$ cat src/design/lttb_pkg.sv
// ----------------------------------------------------------------------------
// lttb_pkg
// Shared types and constants of the largest-triangle-three-buckets downsampler.
// ----------------------------------------------------------------------------
`default_nettype none

package lttb_pkg;

  // storage and field widths
  localparam int MaxSamples = 2048;
  localparam int AddrW      = $clog2(MaxSamples);
  localparam int CntW       = AddrW + 1;
  localparam int SampleW    = 16;
  localparam int CfgW       = 12;
  localparam int BndW       = CntW + 1;
  localparam int DivNW      = 2 * AddrW;
  localparam int DivDW      = AddrW;
  localparam int VsumW      = SampleW + CntW;
  localparam int IsumW      = AddrW + CntW;
  localparam int PcW        = AddrW + CntW;
  localparam int DxW        = PcW + 2;
  localparam int DyW        = VsumW + 1;
  localparam int PaW        = DxW + SampleW + 1;
  localparam int PbW        = CntW + DyW;
  localparam int AreaW      = PaW + 2;

  // configuration register indexes
  localparam logic RegSampleCount  = 1'b0;
  localparam logic RegTargetPoints = 1'b1;

  localparam logic [CfgW-1:0] SampleCountRst  = CfgW'(2048);
  localparam logic [CfgW-1:0] TargetPointsRst = CfgW'(256);

  typedef enum logic [3:0] {
    S_IDLE,
    S_PLAN,
    S_DIVGO,
    S_DIVWAIT,
    S_ACC,
    S_SELPREP,
    S_SELDXDY,
    S_SCAN,
    S_LOAD,
    S_LDWAIT,
    S_EMIT
  } state_e;

endpackage

`default_nettype wire

$ cat src/design/lttb_div.sv
// ----------------------------------------------------------------------------
// lttb_div
// Restoring divider, one quotient bit per cycle, used for bucket bounds.
// ----------------------------------------------------------------------------
`default_nettype none

module lttb_div (
  input  wire                          clk_i,
  input  wire                          rst_ni,
  input  wire                          start_i,
  input  wire  [lttb_pkg::DivNW-1:0]   dividend_i,
  input  wire  [lttb_pkg::DivDW-1:0]   divisor_i,
  output logic                         done_o,
  output logic [lttb_pkg::DivNW-1:0]   quotient_o
);
  import lttb_pkg::*;

  localparam int StepW = $clog2(DivNW + 1);

  logic [DivDW-1:0] rem_q;
  logic [DivNW-1:0] quo_q;
  logic [DivDW-1:0] dvs_q;
  logic [StepW-1:0] step_q;
  logic             busy_q;
  logic             done_q;
  logic [DivDW:0]   trial;
  logic             fits;

  // trial subtract of the shifted remainder
  assign trial = {rem_q, quo_q[DivNW-1]};
  assign fits  = trial >= {1'b0, dvs_q};

  always_ff @(posedge clk_i or negedge rst_ni) begin
    if (!rst_ni) begin
      busy_q <= 1'b0;
      done_q <= 1'b0;
      step_q <= '0;
    end else begin
      done_q <= 1'b0;
      if (start_i) begin
        busy_q <= 1'b1;
        step_q <= '0;
      end else if (busy_q) begin
        step_q <= step_q + 1'b1;
        if (step_q == StepW'(DivNW - 1)) begin
          busy_q <= 1'b0;
          done_q <= 1'b1;
        end
      end
    end
  end

  // datapath
  always_ff @(posedge clk_i) begin
    if (start_i) begin
      rem_q <= '0;
      quo_q <= dividend_i;
      dvs_q <= divisor_i;
    end else if (busy_q) begin
      rem_q <= fits ? DivDW'(trial - {1'b0, dvs_q}) : trial[DivDW-1:0];
      quo_q <= {quo_q[DivNW-2:0], fits};
    end
  end

  assign done_o     = done_q;
  assign quotient_o = quo_q;

endmodule

`default_nettype wire
$ cat config.mk
export PLATFORM = sky130hd
export DESIGN_NAME = lttb_div
export DESIGN_NICKNAME = d
export VERILOG_FILES = /design/src/design/lttb_pkg.sv /design/src/design/lttb_div.sv
export SDC_FILE = /design/constraint.sdc
export NUM_CORES = 1
export LEC_CHECK = 0
export BUFFER_PORTS_ARGS = -buffer_cell sky130_fd_sc_hd__buf_2
export CELL_PAD_IN_SITES_DETAIL_PLACEMENT = 1
export CELL_PAD_IN_SITES_GLOBAL_PLACEMENT = 1
export CORE_UTILIZATION = 39
export CTS_CLUSTER_DIAMETER = 50
export CTS_CLUSTER_SIZE = 14
export DETAILED_ROUTE_END_ITERATION = 10
export GPL_TIMING_DRIVEN = 0
export HOLD_SLACK_MARGIN = 0.05
export PLACE_DENSITY_LB_ADDON = 0.3
export SETUP_SLACK_MARGIN = 0.1
export SYNTH_ARGS = -nofsm -noshare
export SYNTH_HDL_FRONTEND = slang
export SYNTH_SLANG_ARGS = --single-unit
$ cat constraint.sdc
create_clock -name clk_i -period 2.1 [get_ports clk_i]
set_clock_uncertainty 0.2 [all_clocks]
set_input_delay 0.21 -clock clk_i [delete_from_list [all_inputs] [get_ports clk_i]]
set_output_delay 0.21 -clock clk_i [all_outputs]
set_load 0.005 [all_outputs]
# Yosys cells after proc, flatten, opt, wreduce, memory -nomap -nowiden
# Cells that the tools add are included.
[word_totals] ff_bits=51 elab_cells=22 out_inout_bits=23 in_bits=36
[classes] order_cmp=1 addsub=2 reduce_logical=1 n_mux=11 n_eq_ne=1
[op_table] cell="$mux 22" n=2
[op_table] cell="$ge 12x11->1" n=1
[op_table] cell="$mux 11" n=1
[op_table] cell="$sub 11x11->11" n=1
[op_table] cell="$mux 5" n=2
[op_table] cell="$mux 1" n=6
[op_table] cell="$add 5x1->5 const B" n=1
[op_table] cell="$eq 5x5->1 const B" n=1
[op_table] cell="$reduce_bool 2->1" n=1

# Longest topological paths before layout
[logic_depth] depth_word=4 ltp_mapped=10 depth_no_buf=9

# Least setup slack after synthesis
# Ideal clock, no wire load.
[synth_path] path_kind="register -> register" startpoint="register quo_q[21], in the netlist quotient_o[21]" endpoint="register rem_q[0]" setup_time_ns=0.079 period_less_slack_ns=2.425 n_path_buf=0 slack_ns=-0.325 path_stages_with_launch=10 arrival_time_ns=2.145 t_required_ns=1.821 cell_sequence="edfxtp_1 -> inv_1 -> ha_1 -> fa_1 -> nor2b_4 -> o31a_1 -> o21ai_4 -> o21ai_4 -> mux2_4 -> a211oi_2"
[synth_between] elab_chain_len=2 elab_cells_between_ends=3 cone_classes="add/sub (1); order compare (1); mux (1)"
[synth_lines] item="start: declaration" line_no="lttb_div.sv:21" text="logic [DivNW-1:0] quo_q;"
[synth_lines] item="start signal: assignment" line_no="lttb_div.sv:57" text="quo_q <= dividend_i;"
[synth_lines] item="start signal: assignment" line_no="lttb_div.sv:61" text="quo_q <= {quo_q[DivNW-2:0], fits};"
[synth_lines] item="$sub 11x11->11 or $ge 12x11->1 (tied branches)" line_no="lttb_div.sv:60, lttb_div.sv:31"
[synth_lines] item="$mux 11 (*)" line_no="lttb_div.sv:60" text="rem_q <= fits ? DivDW'(trial - {1'b0, dvs_q}) : trial[DivDW-1:0];"
[synth_lines] item="end signal: assignment" line_no="lttb_div.sv:60"
[synth_lines] item="end: declaration" line_no="lttb_div.sv:20" text="logic [DivDW-1:0] rem_q;"
# Every way passes the cells marked *; elsewhere a longest branch is shown, timed or not.
# A chain may end at the register's enable or synchronous reset.

# Worst setup path after layout
[layout_path] startpoint="register quo_q[21], in the netlist quotient_o[21]" endpoint="register rem_q[1]"
# The elaborated chain is that of the path after synthesis.

==> flow_summary.json <==
{
  "status": "complete, but fails checks",
  "violations": "negative setup slack",
  "hold_violations": 0,
  "yosys-mux-area-fraction": 0.1228,
  "cts.sinks": 51,
  "portBuffers": 58,
  "synth_area_sq_um": 2711,
  "synth_fa_ha_area_frac": 0.06737,
  "nets": 382,
  "end_kind": "flop",
  "period_needed_ns": 2.526,
  "power_frac_clock": 0.187,
  "cts_tree": "yes",
  "cp-start-kind": "flop",
  "ctsRootBufferMaster": "clkbuf_8",
  "setup_violations": 12,
  "crit_fanout": 5,
  "initialDrtViolationCount": 68,
  "antenna_cells": 0,
  "grt_pass1_vias": 2209,
  "crit_chain": "inv_2 -> ha_4 -> fa_2 -> nor2b_4 -> o31a_1 -> o21ai_4 -> o21ai_4 -> buf_4 -> nor3_2 -> or3_1",
  "relSlewSlack": 0.5805,
  "max_stage_delay_ns": 0.40,
  "synth-simple-area-share": 0.1255,
  "ys_types": 50,
  "dieArea_sq_um": 7290,
  "ant_nets": 0,
  "period_share": 1.203,
  "dp.cells": 363,
  "drive_above_1_share": 0.3423,
  "wl_per_cell_um": 16.41,
  "num_rows": 30,
  "track_usage": 0.1967,
  "antenna_found_initial": 0,
  "power_w": 0.003618,
  "dieWidth_um": 85.38,
  "netlist_instances": 225,
  "synth_compound_area_frac": 0.1048,
  "power_density_nw_per_um2": 992.3,
  "n_fill_cell": 727,
  "htree_num_levels": 2,
  "clk_latency_ns": 0.31,
  "total_leakage_power_nw": 1.556,
  "final_cells": 413,
  "hold_class": "primary input to flop",
  "synth_warnings": 0,
  "grt_pass1_wl_um": 10950,
  "initial_core_util": 0.4013,
  "grt_setup_unrepaired": "true",
  "layout_setup_ws_ns": -0.4258,
  "drv_cap": 0,
  "vias_per_cell": 5.092,
  "cts_max_path_buffers": 2,
  "swShare": 0.3526,
  "crit_path_top_delay_cell": "edfxtp_1",
  "maxSlewViolCount": 0,
  "synth-seq-cells": 51,
  "criticalPathCategory": "flop to flop",
  "grt_remaining_overflow": 0,
  "gp_congestion": 0.7219,
  "num_io_pins": 59,
  "remaining_drc_errors": 0,
  "dr.pass1.iters": 4,
  "synth_edf_count": 33,
  "ys.flop_type": "edfxtp_1",
  "grt_max_degree": 23,
  "tightest_slew_ns": 0.6293,
  "syn_to_final_growth_pct": 34.47,
  "fmax_ghz": 0.3959,
  "numCtsBuffers": 5,
  "cp.required_ns": 2.10,
  "yosys.area_share.xor_xnor": 0.02907,
  "p_int_w": 0.002342,
  "p_comb_frac": 0.434,
  "vias": 2103,
  "routed_wl_um": 6778,
  "syn_nets": 275,
  "seqPwrFrac": 0.379,
  "path_common_cell": "o21ai_4",
  "die_h_um": 85.38,
  "async_flop_share": 0.1373,
  "avgSynthCellArea_sq_um": 12.05,
  "dp_slack_ns": -0.5099,
  "synth_top_family_by_area": "simple AND/OR/NAND/NOR gates",
  "utilization": 0.5396,
  "path_clk_slew_ns": 0.10,
  "ys_seq_area_frac": 0.5113,
  "dp_hpwl_um": 4517,
  "reg2reg_slack_ns": -0.43,
  "switchingPower_w": 0.001276,
  "crit_arrival_ns": 2.52,
  "ir_drop_v": 0.0004399,
  "core_area_sq_um": 6756
}
-- flip-flops by register name, summed over array words and instances, names as in the netlist --
| signal | flops |
|---|---|
| rem_q | 11 |
| step_q | 5 |
| busy_q | 1 |
| quotient_o | 22 |
| dvs_q | 11 |
| done_o | 1 |
-- kinds of logic (layout without fill, tap and decap cells) --
family	Yosys count	count (layout)
and+or+nand+nor	57	57
AOI/OAI and AO/OA	39	39
buffers and inverters	25	133
DFF	51	51
adders and majority gates	14	14
xor gates and xnor gates	9	9
muxes	30	30
-- synth_stat cells, types with 4 or more instances --
cell,number,share of area
xnor2_1,6,0.019
mux2_2,22,0.091
edfxtp_1,33,0.37
inv_1,13,0.018
nand2_1,8,0.011
ha_1,13,0.060
nor2_1,22,0.030
a21oi_1,6,0.011
clkbuf_1,7,0.0097
nand2b_1,4,0.0092
mux2i_1,7,0.026
dfxtp_1,11,0.081
o21ai_1,5,0.0092
a211oi_1,8,0.022
dfrtp_1,7,0.065
-- worst paths after layout --
| path | start | endpoint | cells past startpoint |
|---|---|---|---|
| setup / recovery | quotient_o[21] | rem_q[1] | 10 |
| hold / removal | start_i | dvs_q[10] | 1 |
| setup reg to reg | quotient_o[21] | rem_q[1] | 10 |
| hold reg to reg | rem_q[4] | rem_q[4] | 2 |
| max in group asynchronous | rst_ni | step_q[0] | 3 |
| min in group asynchronous | rst_ni | step_q[4] | 3 |
-- worst max-delay path, delay by kind of cell, from the launching register on --
family	cells	cell delay, ns
simple gates	3	0.50
fa+ha+maj	2	0.53
buf+inv	2	0.24
compound gates	3	0.55
flops	1	0.40
-- through the flow --
step | setup TNS [ns] | hold WS (ns) | instance area (sq um)
finish | -4.613 | 0.1144 | 3646
global route | -5.709 | 0.1091 | 3646
CTS | -4.136 | 0.1194 | 3618
detailed placement | -13.34 | -0.1448 | 3107
global placement | -11.10 | -0.1489 | 3107
floorplan | -2.254 | -0.2856 | 2716
-- timing repair --
action	in CTS	in global routing
hold buffers	35	0
endpoints found under the setup margin	34	34
resized for setup	3	5
pin swaps	3	0
hold endpoints to repair	40	0
setup buffers	5	2
-- metal layers --
metal  share of wire  vias up  track usage  wire length (um)
li1                -     1042            -                 -
met1            0.45     1022       0.2491              3055
met2            0.52       34       0.3431              3502
met3           0.023        5      0.04377               154
met4          0.0097        0      0.04697                66
met5               0        -            0                 0
-- cell type report --
class                      instances  area [sq um]  area share
clock inverter                     2         16.27    0.004461
clock buffer                       6         93.84     0.02574
timing repair buffer             100         693.2      0.1901
sequential                        51          1386      0.3802
inverter                          14         52.55     0.01441
tap                               80         100.1     0.02745
multi-input combinational        149          1245      0.3415
buffer                            11         58.81     0.01613
-- placed cells by master (no fill, tap or decap), types with 3 or more instances in the layout --
cell type,count
buf_2,59
dlygate4sd3_1,35
edfxtp_1,33
mux2_2,22
nor2_1,22
inv_1,12
ha_1,12
dfxtp_1,11
buf_4,8
nand2_1,8
a211oi_1,8
mux2i_1,7
dfrtp_1,7
clkbuf_1,6
xnor2_1,6
a21oi_1,5
o21ai_1,5
clkbuf_8,5
nand2b_1,4
nand4_1,3
xor2_1,3
o211ai_1,3
o21ai_0,3
-- power groups by stage --
stage	clock, W	sequential, W	combinational [W]
after CTS	0.000685	0.00137	0.00153
final	0.000676	0.00137	0.00157
after global routing	0.000725	0.00139	0.00172
after detailed placement	0	0.00139	0.00142
after floorplan	0	0.00136	0.00110
after global placement	0	0.00138	0.00138
No activity file was read; power rests on OpenSTA's default activity.
